[src/rtl/drd_pkg.sv]
`timescale 1ns / 1ps
// ----------------------------------------------------------------------------
// drd_pkg
// Shared types and constants for the detection row decoder: row layout,
// configuration register indexes, element tags and the result record.
// ----------------------------------------------------------------------------
package drd_pkg;

  // Row layout
  localparam int ROW_LAST     = 21;
  localparam int LOGIT_POS    = 8;
  localparam int COLOUR_FIRST = 9;
  localparam int CLASS_FIRST  = 13;
  localparam int POS_BITS     = 5;

  // Front-to-back queue depth
  localparam int QUEUE_DEPTH = 2;

  // Field widths of the result record
  localparam int BOX_BITS         = 8;
  localparam int CLASS_INDEX_BITS = 4;
  localparam int SCORE_BITS       = 16;

  // Configuration port
  localparam int CFG_INDEX_BITS = 1;
  localparam int CFG_DATA_BITS  = 16;
  localparam int FILTER_BITS    = 2;

  localparam logic signed [CFG_DATA_BITS-1:0] THRESHOLD_RESET = 16'sd158;

  typedef enum logic [CFG_INDEX_BITS-1:0] {
    CFG_THRESHOLD     = 1'b0,
    CFG_COLOUR_FILTER = 1'b1
  } cfg_index_t;

  typedef enum logic [FILTER_BITS-1:0] {
    FILTER_BOTH    = 2'd0,
    FILTER_COLOUR0 = 2'd1,
    FILTER_COLOUR1 = 2'd2
  } colour_filter_t;

  // What an element of a row is, as decided by the front end
  typedef enum logic [3:0] {
    EK_X_FIRST,
    EK_Y_FIRST,
    EK_X,
    EK_Y,
    EK_LOGIT,
    EK_COLOUR_FIRST,
    EK_COLOUR,
    EK_CLASS_FIRST,
    EK_CLASS,
    EK_CLASS_LAST
  } elem_kind_t;

  typedef struct packed {
    elem_kind_t                  kind;
    logic [CLASS_INDEX_BITS-1:0] sub_index;
  } elem_tag_t;

  typedef struct packed {
    logic signed [CFG_DATA_BITS-1:0] threshold;
    logic [FILTER_BITS-1:0]          colour_filter;
  } cfg_t;

  typedef struct packed {
    logic signed [BOX_BITS-1:0]  box_left;
    logic signed [BOX_BITS-1:0]  box_top;
    logic [BOX_BITS-1:0]         box_width;
    logic [BOX_BITS-1:0]         box_height;
    logic [CLASS_INDEX_BITS-1:0] class_index;
    logic signed [SCORE_BITS-1:0] class_score;
    logic                        colour_index;
  } result_t;

endpackage

[src/rtl/drd_elem_if.sv]
`timescale 1ns / 1ps
// ----------------------------------------------------------------------------
// drd_elem_if
// Element channel: one signed fixed-point value of a detection row a request.
// ----------------------------------------------------------------------------
interface drd_elem_if #(
  parameter int VALUE_BITS = 16
);
  logic                         valid;
  logic                         ready;
  logic signed [VALUE_BITS-1:0] element_value;

  modport source (output valid, output element_value, input ready);
  modport sink   (input valid, input element_value, output ready);
endinterface

[src/rtl/drd_result_if.sv]
`timescale 1ns / 1ps
// ----------------------------------------------------------------------------
// drd_result_if
// Result channel: one decoded detection (box, class, score, colour) a request.
// ----------------------------------------------------------------------------
interface drd_result_if;
  import drd_pkg::*;

  logic                         valid;
  logic                         ready;
  logic signed [BOX_BITS-1:0]   box_left;
  logic signed [BOX_BITS-1:0]   box_top;
  logic [BOX_BITS-1:0]          box_width;
  logic [BOX_BITS-1:0]          box_height;
  logic [CLASS_INDEX_BITS-1:0]  class_index;
  logic signed [SCORE_BITS-1:0] class_score;
  logic                         colour_index;

  modport source (
    output valid, output box_left, output box_top, output box_width,
    output box_height, output class_index, output class_score,
    output colour_index, input ready
  );
  modport sink (
    input valid, input box_left, input box_top, input box_width,
    input box_height, input class_index, input class_score,
    input colour_index, output ready
  );
endinterface

[src/rtl/drd_cfg_if.sv]
`timescale 1ns / 1ps
// ----------------------------------------------------------------------------
// drd_cfg_if
// Configuration write channel: register index and write data a request.
// ----------------------------------------------------------------------------
interface drd_cfg_if;
  import drd_pkg::*;

  logic                      valid;
  logic                      ready;
  logic [CFG_INDEX_BITS-1:0] index;
  logic [CFG_DATA_BITS-1:0]  data;

  modport source (output valid, output index, output data, input ready);
  modport sink   (input valid, input index, input data, output ready);
endinterface

[src/rtl/drd_front.sv]
`timescale 1ns / 1ps
// ----------------------------------------------------------------------------
// drd_front
// Front end: tracks the position within a row and tags every accepted
// element with its role (corner, logit, colour, class) and group index.
// ----------------------------------------------------------------------------
module drd_front (
  input  logic               clk,
  input  logic               rst,
  input  logic               elem_valid,
  output logic               elem_ready,
  output logic               push_valid,
  input  logic               push_ready,
  output drd_pkg::elem_tag_t push_tag
);
  import drd_pkg::*;

  logic [POS_BITS-1:0] pos;
  logic [POS_BITS-1:0] pos_next;
  logic [POS_BITS-1:0] colour_offset;
  logic [POS_BITS-1:0] class_offset;
  logic                accept;

  // Pass the handshake straight to the queue
  assign elem_ready = push_ready;
  assign push_valid = elem_valid;
  assign accept     = elem_valid && push_ready;

  assign colour_offset = pos - POS_BITS'(COLOUR_FIRST);
  assign class_offset  = pos - POS_BITS'(CLASS_FIRST);

  // Classify the element at the current position
  always_comb begin
    push_tag.kind      = EK_CLASS;
    push_tag.sub_index = '0;
    if (pos < POS_BITS'(LOGIT_POS)) begin
      if (pos < POS_BITS'(2)) begin
        push_tag.kind = pos[0] ? EK_Y_FIRST : EK_X_FIRST;
      end else begin
        push_tag.kind = pos[0] ? EK_Y : EK_X;
      end
    end else if (pos == POS_BITS'(LOGIT_POS)) begin
      push_tag.kind = EK_LOGIT;
    end else if (pos < POS_BITS'(CLASS_FIRST)) begin
      push_tag.kind      = (pos == POS_BITS'(COLOUR_FIRST)) ? EK_COLOUR_FIRST : EK_COLOUR;
      push_tag.sub_index = colour_offset[CLASS_INDEX_BITS-1:0];
    end else begin
      if (pos == POS_BITS'(CLASS_FIRST)) begin
        push_tag.kind = EK_CLASS_FIRST;
      end else if (pos >= POS_BITS'(ROW_LAST)) begin
        push_tag.kind = EK_CLASS_LAST;
      end else begin
        push_tag.kind = EK_CLASS;
      end
      push_tag.sub_index = class_offset[CLASS_INDEX_BITS-1:0];
    end
  end

  // Advance the position, wrap after the last element of a row
  always_comb begin
    pos_next = pos;
    if (accept) begin
      pos_next = (pos >= POS_BITS'(ROW_LAST)) ? '0 : pos + 1'b1;
    end
  end

  always_ff @(posedge clk) begin
    if (rst) begin
      pos <= '0;
    end else begin
      pos <= pos_next;
    end
  end

endmodule

[src/rtl/drd_queue.sv]
`timescale 1ns / 1ps
// ----------------------------------------------------------------------------
// drd_queue
// Short FIFO between front and back end so that each side stalls on its own.
// ----------------------------------------------------------------------------
module drd_queue #(
  parameter int WIDTH = 21,
  parameter int DEPTH = 2
) (
  input  logic             clk,
  input  logic             rst,
  input  logic             push_valid,
  output logic             push_ready,
  input  logic [WIDTH-1:0] push_data,
  output logic             pop_valid,
  input  logic             pop_ready,
  output logic [WIDTH-1:0] pop_data
);
  localparam int PTR_BITS = (DEPTH > 1) ? $clog2(DEPTH) : 1;
  localparam int CNT_BITS = $clog2(DEPTH + 1);

  logic [WIDTH-1:0]    mem [DEPTH];
  logic [PTR_BITS-1:0] wr_ptr;
  logic [PTR_BITS-1:0] rd_ptr;
  logic [CNT_BITS-1:0] count;
  logic                push_fire;
  logic                pop_fire;

  assign push_ready = (count != CNT_BITS'(DEPTH));
  assign pop_valid  = (count != '0);
  assign pop_data   = mem[rd_ptr];
  assign push_fire  = push_valid && push_ready;
  assign pop_fire   = pop_valid && pop_ready;

  // Store the request at the write pointer
  always_ff @(posedge clk) begin
    if (push_fire) begin
      mem[wr_ptr] <= push_data;
    end
  end

  // Advance pointers and occupancy
  always_ff @(posedge clk) begin
    if (rst) begin
      wr_ptr <= '0;
      rd_ptr <= '0;
      count  <= '0;
    end else begin
      if (push_fire) begin
        wr_ptr <= (wr_ptr == PTR_BITS'(DEPTH - 1)) ? '0 : wr_ptr + 1'b1;
      end
      if (pop_fire) begin
        rd_ptr <= (rd_ptr == PTR_BITS'(DEPTH - 1)) ? '0 : rd_ptr + 1'b1;
      end
      if (push_fire && !pop_fire) begin
        count <= count + 1'b1;
      end else if (pop_fire && !push_fire) begin
        count <= count - 1'b1;
      end
    end
  end

  a_count_bounded: assert property (@(posedge clk) disable iff (rst)
    count <= CNT_BITS'(DEPTH))
    else $error("queue occupancy above depth");

  a_count_up: assert property (@(posedge clk) disable iff (rst)
    (!rst && push_fire && !pop_fire) |=> count == $past(count) + 1'b1)
    else $error("queue occupancy did not grow on push");

  a_count_down: assert property (@(posedge clk) disable iff (rst)
    (!rst && pop_fire && !push_fire) |=> count == $past(count) - 1'b1)
    else $error("queue occupancy did not shrink on pop");

endmodule

[src/rtl/drd_back.sv]
`timescale 1ns / 1ps
// ----------------------------------------------------------------------------
// drd_back
// Back end: updates the running box bounds and argmaxes from tagged
// elements, applies the drop rules at a row's end and holds the result.
// ----------------------------------------------------------------------------
module drd_back #(
  parameter int VALUE_BITS    = 16,
  parameter int FRACTION_BITS = 8
) (
  input  logic                         clk,
  input  logic                         rst,
  input  logic                         pop_valid,
  output logic                         pop_ready,
  input  drd_pkg::elem_tag_t           pop_tag,
  input  logic signed [VALUE_BITS-1:0] pop_value,
  input  drd_pkg::cfg_t                cfg,
  output logic                         res_valid,
  input  logic                         res_ready,
  output drd_pkg::result_t             res
);
  import drd_pkg::*;

  localparam int XW = ((VALUE_BITS > FRACTION_BITS) ? VALUE_BITS : FRACTION_BITS) + 2;
  localparam int CW = (VALUE_BITS > SCORE_BITS) ? VALUE_BITS : SCORE_BITS;
  localparam int SW = VALUE_BITS + 1;

  localparam logic signed [XW-1:0] ROUND_BIAS = (XW'(1) << FRACTION_BITS) - XW'(1);
  localparam logic signed [XW-1:0] EDGE_MAX   = XW'(127);
  localparam logic signed [XW-1:0] EDGE_MIN   = ~EDGE_MAX;
  localparam logic [SW-1:0]        SIZE_MAX   = SW'(255);
  localparam logic signed [CW-1:0] SCORE_MAX  = CW'(32767);
  localparam logic signed [CW-1:0] SCORE_MIN  = ~SCORE_MAX;

  logic signed [VALUE_BITS-1:0] min_x, max_x, min_y, max_y;
  logic signed [VALUE_BITS-1:0] best_colour_score;
  logic [1:0]                   best_colour_index;
  logic signed [VALUE_BITS-1:0] best_class_score;
  logic [CLASS_INDEX_BITS-1:0]  best_class_index;
  logic                         obj_passed;

  logic                         pop_fire;
  logic                         row_end;
  logic                         colour_take;
  logic                         class_take;
  logic signed [VALUE_BITS-1:0] class_score_now;
  logic [CLASS_INDEX_BITS-1:0]  class_index_now;
  logic signed [CW-1:0]         score_ext;
  logic signed [SCORE_BITS-1:0] score_sat;
  logic [SW-1:0]                width_int;
  logic [SW-1:0]                height_int;
  logic                         filter_ok;
  logic                         keep;
  logic                         logit_pass;

  // Truncate a fixed-point edge toward zero and saturate to the box range
  function automatic logic signed [BOX_BITS-1:0] to_edge(
    input logic signed [VALUE_BITS-1:0] q
  );
    logic signed [XW-1:0] ext;
    logic signed [XW-1:0] adj;
    logic signed [XW-1:0] int_val;
    ext     = XW'(q);
    adj     = ext + (q[VALUE_BITS-1] ? ROUND_BIAS : '0);
    int_val = adj >>> FRACTION_BITS;
    if (int_val > EDGE_MAX) begin
      int_val = EDGE_MAX;
    end else if (int_val < EDGE_MIN) begin
      int_val = EDGE_MIN;
    end
    return int_val[BOX_BITS-1:0];
  endfunction

  // Integer part of a nonnegative span
  function automatic logic [SW-1:0] to_span(
    input logic signed [VALUE_BITS-1:0] hi,
    input logic signed [VALUE_BITS-1:0] lo
  );
    logic [SW-1:0] diff;
    diff = {hi[VALUE_BITS-1], hi} - {lo[VALUE_BITS-1], lo};
    return diff >> FRACTION_BITS;
  endfunction

  // Stall the queue only when a row end would meet a full result register
  assign pop_ready = (pop_tag.kind != EK_CLASS_LAST) || !res_valid || res_ready;
  assign pop_fire  = pop_valid && pop_ready;
  assign row_end   = pop_fire && (pop_tag.kind == EK_CLASS_LAST);

  assign colour_take = (pop_tag.kind == EK_COLOUR_FIRST) || (pop_value > best_colour_score);
  assign class_take  = (pop_tag.kind == EK_CLASS_FIRST) || (pop_value > best_class_score);
  assign class_score_now = class_take ? pop_value : best_class_score;
  assign class_index_now = class_take ? pop_tag.sub_index : best_class_index;
  assign logit_pass = !(CW'(pop_value) < CW'(cfg.threshold));

  // Saturate the class score to the result width
  always_comb begin
    score_ext = CW'(class_score_now);
    if (score_ext > SCORE_MAX) begin
      score_ext = SCORE_MAX;
    end else if (score_ext < SCORE_MIN) begin
      score_ext = SCORE_MIN;
    end
    score_sat = score_ext[SCORE_BITS-1:0];
  end

  assign width_int  = to_span(max_x, min_x);
  assign height_int = to_span(max_y, min_y);

  // Drop rules at the row's end
  always_comb begin
    case (cfg.colour_filter)
      FILTER_COLOUR0: filter_ok = !best_colour_index[0];
      FILTER_COLOUR1: filter_ok = best_colour_index[0];
      default:        filter_ok = 1'b1;
    endcase
    keep = obj_passed && !best_colour_index[1] && filter_ok &&
           (width_int != '0) && (height_int != '0);
  end

  // Update running bounds and argmaxes
  always_ff @(posedge clk) begin
    if (rst) begin
      min_x             <= '0;
      max_x             <= '0;
      min_y             <= '0;
      max_y             <= '0;
      obj_passed        <= 1'b0;
      best_colour_score <= '0;
      best_colour_index <= '0;
      best_class_score  <= '0;
      best_class_index  <= '0;
    end else if (pop_fire) begin
      case (pop_tag.kind)
        EK_X_FIRST: begin
          min_x <= pop_value;
          max_x <= pop_value;
        end
        EK_Y_FIRST: begin
          min_y <= pop_value;
          max_y <= pop_value;
        end
        EK_X: begin
          if (pop_value < min_x) min_x <= pop_value;
          if (pop_value > max_x) max_x <= pop_value;
        end
        EK_Y: begin
          if (pop_value < min_y) min_y <= pop_value;
          if (pop_value > max_y) max_y <= pop_value;
        end
        EK_LOGIT: begin
          obj_passed <= logit_pass;
        end
        EK_COLOUR_FIRST, EK_COLOUR: begin
          if (colour_take) begin
            best_colour_score <= pop_value;
            best_colour_index <= pop_tag.sub_index[1:0];
          end
        end
        EK_CLASS_FIRST, EK_CLASS, EK_CLASS_LAST: begin
          best_class_score <= class_score_now;
          best_class_index <= class_index_now;
        end
        default: begin
        end
      endcase
    end
  end

  // Hold the result until taken
  always_ff @(posedge clk) begin
    if (rst) begin
      res_valid <= 1'b0;
    end else begin
      if (res_ready) begin
        res_valid <= 1'b0;
      end
      if (row_end && keep) begin
        res_valid <= 1'b1;
      end
    end
  end

  always_ff @(posedge clk) begin
    if (row_end && keep) begin
      res.box_left     <= to_edge(min_x);
      res.box_top      <= to_edge(min_y);
      res.box_width    <= (width_int > SIZE_MAX) ? '1 : width_int[BOX_BITS-1:0];
      res.box_height   <= (height_int > SIZE_MAX) ? '1 : height_int[BOX_BITS-1:0];
      res.class_index  <= class_index_now;
      res.class_score  <= score_sat;
      res.colour_index <= best_colour_index[0];
    end
  end

  a_corners_ordered: assert property (@(posedge clk) disable iff (rst)
    (pop_fire && pop_tag.kind == EK_LOGIT) |-> (min_x <= max_x) && (min_y <= max_y))
    else $error("corner bounds out of order after corners");

  a_box_nonempty: assert property (@(posedge clk) disable iff (rst)
    res_valid |-> (res.box_width != '0) && (res.box_height != '0))
    else $error("empty box emitted");

  a_filter_colour0: assert property (@(posedge clk) disable iff (rst)
    (res_valid && cfg.colour_filter == FILTER_COLOUR0) |-> !res.colour_index)
    else $error("colour filter let colour one through");

  a_filter_colour1: assert property (@(posedge clk) disable iff (rst)
    (res_valid && cfg.colour_filter == FILTER_COLOUR1) |-> res.colour_index)
    else $error("colour filter let colour zero through");

endmodule

[src/rtl/detection_row_decoder.sv]
`timescale 1ns / 1ps
// Result path: with an empty queue, the row's last element is written to the
// queue, popped by the back end and held in the result register until taken.
// Throughput: one element per cycle, as long as results are taken when offered;
// the 2-entry front/back queue and the result register carry short stalls.
// A row end can only retire when the result register is free or being taken.
// Reset: row position, running bounds and argmaxes clear; threshold is 158,
// colour filter keeps both colours.
// ----------------------------------------------------------------------------
// detection_row_decoder
// Decodes streamed detector rows into box, class, score and colour results,
// dropping rows by objectness threshold, colour, colour filter and box size.
// ----------------------------------------------------------------------------
module detection_row_decoder #(
  parameter int VALUE_BITS    = 16,
  parameter int FRACTION_BITS = 8
) (
  input logic           clk,
  input logic           rst,
  drd_elem_if.sink      elem,
  drd_result_if.source  result,
  drd_cfg_if.sink       cfg
);
  import drd_pkg::*;

  localparam int TAG_BITS = $bits(elem_tag_t);
  localparam int QW       = TAG_BITS + VALUE_BITS;

  cfg_t                         cfg_regs;
  elem_tag_t                    push_tag;
  logic                         push_valid;
  logic                         push_ready;
  logic [QW-1:0]                pop_data;
  logic                         pop_valid;
  logic                         pop_ready;
  elem_tag_t                    pop_tag;
  logic signed [VALUE_BITS-1:0] pop_value;
  logic                         res_valid;
  result_t                      res;

  // Configuration registers
  assign cfg.ready = 1'b1;

  always_ff @(posedge clk) begin
    if (rst) begin
      cfg_regs.threshold     <= THRESHOLD_RESET;
      cfg_regs.colour_filter <= FILTER_BOTH;
    end else if (cfg.valid) begin
      case (cfg_index_t'(cfg.index))
        CFG_THRESHOLD:     cfg_regs.threshold     <= cfg.data;
        CFG_COLOUR_FILTER: cfg_regs.colour_filter <= cfg.data[FILTER_BITS-1:0];
        default: begin
        end
      endcase
    end
  end

  // Front end: position and classification
  drd_front u_front (
    .clk        (clk),
    .rst        (rst),
    .elem_valid (elem.valid),
    .elem_ready (elem.ready),
    .push_valid (push_valid),
    .push_ready (push_ready),
    .push_tag   (push_tag)
  );

  // Decoupling queue
  drd_queue #(
    .WIDTH (QW),
    .DEPTH (QUEUE_DEPTH)
  ) u_queue (
    .clk        (clk),
    .rst        (rst),
    .push_valid (push_valid),
    .push_ready (push_ready),
    .push_data  ({push_tag, elem.element_value}),
    .pop_valid  (pop_valid),
    .pop_ready  (pop_ready),
    .pop_data   (pop_data)
  );

  assign pop_tag   = elem_tag_t'(pop_data[QW-1 -: TAG_BITS]);
  assign pop_value = $signed(pop_data[VALUE_BITS-1:0]);

  // Back end: accumulate and emit
  drd_back #(
    .VALUE_BITS    (VALUE_BITS),
    .FRACTION_BITS (FRACTION_BITS)
  ) u_back (
    .clk       (clk),
    .rst       (rst),
    .pop_valid (pop_valid),
    .pop_ready (pop_ready),
    .pop_tag   (pop_tag),
    .pop_value (pop_value),
    .cfg       (cfg_regs),
    .res_valid (res_valid),
    .res_ready (result.ready),
    .res       (res)
  );

  // Drive the result channel
  assign result.valid        = res_valid;
  assign result.box_left     = res.box_left;
  assign result.box_top      = res.box_top;
  assign result.box_width    = res.box_width;
  assign result.box_height   = res.box_height;
  assign result.class_index  = res.class_index;
  assign result.class_score  = res.class_score;
  assign result.colour_index = res.colour_index;

endmodule
[src/flat_wrapper.sv]
// flat-port wrapper written by rule: the top's interface ports become plain ports
module detection_row_decoder_flat import drd_pkg::*;
#(
  parameter int VALUE_BITS    = 16,
  parameter int FRACTION_BITS = 8
)
  (clk, rst, elem_valid, elem_element_value, elem_ready, result_valid, result_box_left, result_box_top, result_box_width, result_box_height, result_class_index, result_class_score, result_colour_index, result_ready, cfg_valid, cfg_index, cfg_data, cfg_ready);
  drd_elem_if #(.VALUE_BITS(VALUE_BITS)) elem_i ();
  drd_result_if result_i ();
  drd_cfg_if cfg_i ();
  input logic clk;
  input logic rst;
  input wire logic [$bits(elem_i.valid)-1:0] elem_valid;
  input wire logic [$bits(elem_i.element_value)-1:0] elem_element_value;
  output wire logic [$bits(elem_i.ready)-1:0] elem_ready;
  output wire logic [$bits(result_i.valid)-1:0] result_valid;
  output wire logic [$bits(result_i.box_left)-1:0] result_box_left;
  output wire logic [$bits(result_i.box_top)-1:0] result_box_top;
  output wire logic [$bits(result_i.box_width)-1:0] result_box_width;
  output wire logic [$bits(result_i.box_height)-1:0] result_box_height;
  output wire logic [$bits(result_i.class_index)-1:0] result_class_index;
  output wire logic [$bits(result_i.class_score)-1:0] result_class_score;
  output wire logic [$bits(result_i.colour_index)-1:0] result_colour_index;
  input wire logic [$bits(result_i.ready)-1:0] result_ready;
  input wire logic [$bits(cfg_i.valid)-1:0] cfg_valid;
  input wire logic [$bits(cfg_i.index)-1:0] cfg_index;
  input wire logic [$bits(cfg_i.data)-1:0] cfg_data;
  output wire logic [$bits(cfg_i.ready)-1:0] cfg_ready;
  assign elem_i.valid = elem_valid;
  assign elem_i.element_value = elem_element_value;
  assign elem_ready = elem_i.ready;
  assign result_valid = result_i.valid;
  assign result_box_left = result_i.box_left;
  assign result_box_top = result_i.box_top;
  assign result_box_width = result_i.box_width;
  assign result_box_height = result_i.box_height;
  assign result_class_index = result_i.class_index;
  assign result_class_score = result_i.class_score;
  assign result_colour_index = result_i.colour_index;
  assign result_i.ready = result_ready;
  assign cfg_i.valid = cfg_valid;
  assign cfg_i.index = cfg_index;
  assign cfg_i.data = cfg_data;
  assign cfg_ready = cfg_i.ready;
  detection_row_decoder #(.VALUE_BITS(VALUE_BITS), .FRACTION_BITS(FRACTION_BITS)) u_core (.clk(clk), .rst(rst), .elem(elem_i), .result(result_i), .cfg(cfg_i));
endmodule
[config.mk]
export PLATFORM = sky130hd
export DESIGN_NAME = detection_row_decoder_flat
export DESIGN_NICKNAME = d
export VERILOG_FILES = /design/src/rtl/drd_pkg.sv /design/src/rtl/drd_elem_if.sv /design/src/rtl/drd_result_if.sv /design/src/rtl/drd_cfg_if.sv /design/src/rtl/drd_front.sv /design/src/rtl/drd_queue.sv /design/src/rtl/drd_back.sv /design/src/rtl/detection_row_decoder.sv /design/src/flat_wrapper.sv
export SDC_FILE = /design/constraint.sdc
export NUM_CORES = 1
export LEC_CHECK = 0
export ABC_AREA = 1
export BUFFER_PORTS_ARGS = -buffer_cell sky130_fd_sc_hd__clkbuf_2
export CORE_ASPECT_RATIO = 0.8
export CORE_MARGIN = 2
export CORE_UTILIZATION = 55
export DETAILED_ROUTE_END_ITERATION = 10
export GPL_ROUTABILITY_DRIVEN = 0
export GPL_TIMING_DRIVEN = 0
export HOLD_SLACK_MARGIN = 0.1
export MAX_ROUTING_LAYER = met4
export PLACE_DENSITY = 0.81
export RECOVER_POWER = 100
export SLEW_MARGIN = 20
export SYNTH_ARGS = -nofsm -noshare
export SYNTH_HDL_FRONTEND = slang
export SYNTH_SLANG_ARGS = --single-unit
[constraint.sdc]
create_clock -name clk -period 4.7 [get_ports clk]
set_clock_uncertainty 0.15 [all_clocks]
set_input_delay 0.94 -clock clk [delete_from_list [all_inputs] [get_ports clk]]
set_output_delay 0.94 -clock clk [all_outputs]
set_load 0.01 [all_outputs]
==> results.toml <==
[placed_design]
io_buffers = 91
dp_slack_ns = -0.123
hpwl_microns = 29200
placed_area_sq_um = 15600

[critical_path]
crit_path_end_kind = "flip-flop"
cp.arrival_ns = 4.89
slowest_delay_ns = 0.69
crit_path_frequent_cell = "nand2_1"
ff2ff_path_depth = 17
worstPathRequired_ns = 4.98
cp_cell_sequence = "clkbuf_1 -> clkbuf_1 -> o21ai_1 -> inv_1 -> ha_1 -> nand2_1 -> nor4_1 -> nand2_1 -> nand2_1 -> nand2_1 -> o21ai_0 -> nand2_1 -> nand2_1 -> clkbuf_1 -> nand3_1 -> nand2_1 -> nor2_1"
r2r_end = "u_core.u_back.max_y[3]$_SDFFE_PP0P_"
slowest_stage = "o21ai_1"
crit_fanout = 10
ff2ff_setup_slack_ns = 0.09
start_kind = "flip-flop"
crit_type = "flip-flop to flip-flop"

[cells_and_area]
area_delta_synth_final_pct = 12.2
regMostFlops = "u_core.u_back.res"
final_area_sq_um = 16500
reg.largest.list = "u_core.u_back.res: 53 flops, u_core.u_queue.mem: 48 flops, u_core.cfg_regs: 18 flops"
fin_nets = 2312
largest_register_ffs = 53
mostFrequentLayoutCells = "507 x nand2_1, 276 x inv_1, 199 x a21oi_1"
final_util_pct = 62.7
drive_gt1_share_pct = 6.56
final_common_cell = "nand2_1"

[die]
coreArea_sq_um = 26300
die-area_sq_um = 28000
chipWidth_microns = 187
die_h_microns = 150
start_util_pct = 55.9
ios = 94
placementRows = 53

[synthesis]
syn-cell-area_sq_um = 14700
synth-seq-cells = 233
synth_cells = 1987
synthesis.nets = 2185
synth_cell_types = 41
avgSynthCellArea_sq_um = 7.38
yosysWarnings = 0
ys_seq_area_share_pct = 38.7

[worst_hold_path]
min_path_cells = 2
hold-path-endpoint = "u_core.cfg_regs[14]$_SDFFE_PP0P_"
hp-class = "flip-flop to flip-flop"
worstHoldStart = "u_core.cfg_regs[14]$_SDFFE_PP0P_"

[clocking]
h-tree-depth = 1
path_clk_slew_ns = 0.06
ctsLongestPathBuffers = 3
cts_buffers = 25
cts_tree = "yes"
root_buffer = "clkbuf_16"
clock_latency_ns = 0.54
cts_num_sinks = 233

[sta]
setup_violations = 0
drv_slew = 51
layout_setup_ws_ns = 0.0895
relSlewSlack_pct = -41.1
fin_crit_sh_pct = 98.1
hold_violations = 0
tightest_slew_ns = 2.11
whs_ns = 0.316
fmax_mhz = 217
grt_setup_unrepaired = "false"
min_period_ns = 4.61

[pwr]
power_density_nw_per_um2 = 729
swShare_pct = 47.8
p_sw_uw = 5730
power.total_uw = 12000
internal_power_uw = 6260
combPwrFrac_pct = 57.8
power_frac_clock_pct = 18.1
p_leak_uw = 0.00754
irDropWorstVdd_mv = 0.351
seq_power_share_pct = 24.1

[status]
violations = "capacitance limit, slew limit"
status = "complete, but fails checks"

[flow_run]
maxCapViolCount = 2

[detailed_routing]
post_drt_wl_per_cell_microns = 15.8
vias_per_cell = 5.51
drc = 0
drtIter0Drc = 1260
final_antenna_net_count = 0
drt_wl_total_microns = 39300
vias = 13700
first_pass_iters = 6

[grt]
grt_max_degree = 38
grt-ovfl-total = 0
grtUsageTotal_pct = 28.4
antenna_found_initial = 1
grt_pass1_vias = 12700
grt_pass1_wl_microns = 62200
[power by group through the flow]
stage	clock [uW]	sequential (uW)	combinational, uW
after global placement	0	2910	6440
after detailed placement	0	2930	6710
after floorplan	0	2840	5100
after global routing	2270	2920	7880
after CTS	2180	2890	6770
final	2170	2890	6930
[synth_stat cells (all sizes together)]
library cell  instances  area share, %
inv                 291            7.5
a21oi               199            6.8
o211ai                6           0.31
xor2                  5           0.30
nand3b                8           0.41
buf                  34            1.5
conb                  1          0.026
a31oi                 3           0.13
a211oi                4           0.20
dfxtp               132             18
o31ai                 3           0.15
edfxtp              101             21
clkinv                1          0.026
nor4                  3           0.13
clkbuf               28           0.72
or2                  22           0.94
o21bai                2           0.10
o21ai                69            2.5
o21a                  7           0.36
nor3                 17           0.66
ha                  160             14
nand3               196            6.8
nand4                13           0.55
a21o                  2           0.10
nand2               509             13
and2                  2          0.085
nor2                169            4.4
[what timing repair did]
action | CTS | global route
gates resized for setup | 1 | 13
endpoints found under the setup margin | 10 | 31
hold buffers | 0 | 0
buffers inserted | 0 | 8
[cells by family (layout without fill, tap and decap cells)]
logic type	Yosys count	after routing	synth area share, %
fa+ha+maj	160	160	13.6
compound gates	295	295	10.7
buf+inv	354	500	9.69
xor+xnor	5	5	0.299
flops	233	233	38.7
simple gates	939	939	27.0
other cells	1	2	0.0256
[stage by stage]
stage	std cells	TNS (ns)
after floorplan	1987	0
after global placement	2435	0
after detailed placement	2436	-0.738
after CTS	2482	0
after global routing	2491	0
final	2491	0
[worst max path at each step]
| stage | startpoint | to | slack, ns | cells after the start |
|---|---|---|---|---|
| final | flip-flop | u_core.u_back.max_y[3]$_SDFFE_PP0P_ | 0.09 | 17 |
| after global routing | flip-flop | u_core.u_back.max_y[9]$_SDFFE_PP0P_ | 0.03 | 18 |
| after CTS | flip-flop | u_core.u_back.max_y[3]$_SDFFE_PP0P_ | 0.15 | 16 |
| after detailed placement | flip-flop | u_core.u_back.max_y[3]$_SDFFE_PP0P_ | -0.12 | 17 |
| after global placement | flip-flop | u_core.u_back.max_y[10]$_SDFFE_PP0P_ | 0.05 | 17 |
| after floorplan | u_core.u_back.min_x[10]$_SDFFE_PP0P_ | u_core.u_back.res[0]$_DFFE_PP_ | 1.32 | 15 |
[worst max-delay path, delay by kind of cell, from the launching register on]
kind,cells,cell delay (ns)
AND/OR/NAND/NOR,10,1.27
AO/OA/AOI/OAI,2,0.77
buffers and inverters,4,1.50
flip-flops,1,0.39
adder cells (fa/ha/maj),1,0.43
[per-layer routing]
layer  GRT usage [%]  share of wire (%)  vias up
li1                -                  -     6771
met1            36.3                 42     6206
met2            45.0                 44      625
met3            5.02                9.8      131
met4            11.3                4.2        0
met5               -                  0        -
[final cells by class]
cell class | count | area (sq um)
fill | 2291 | 9800
multi-input combinational | 1400 | 7560
sequential | 233 | 5680
inverter | 292 | 1110
clock buffer | 31 | 689
tap | 357 | 447
timing repair buffer | 100 | 432
buffer | 62 | 318
clock inverter | 15 | 223
antenna | 1 | 2.50
Power figures use the tool's default switching activity.
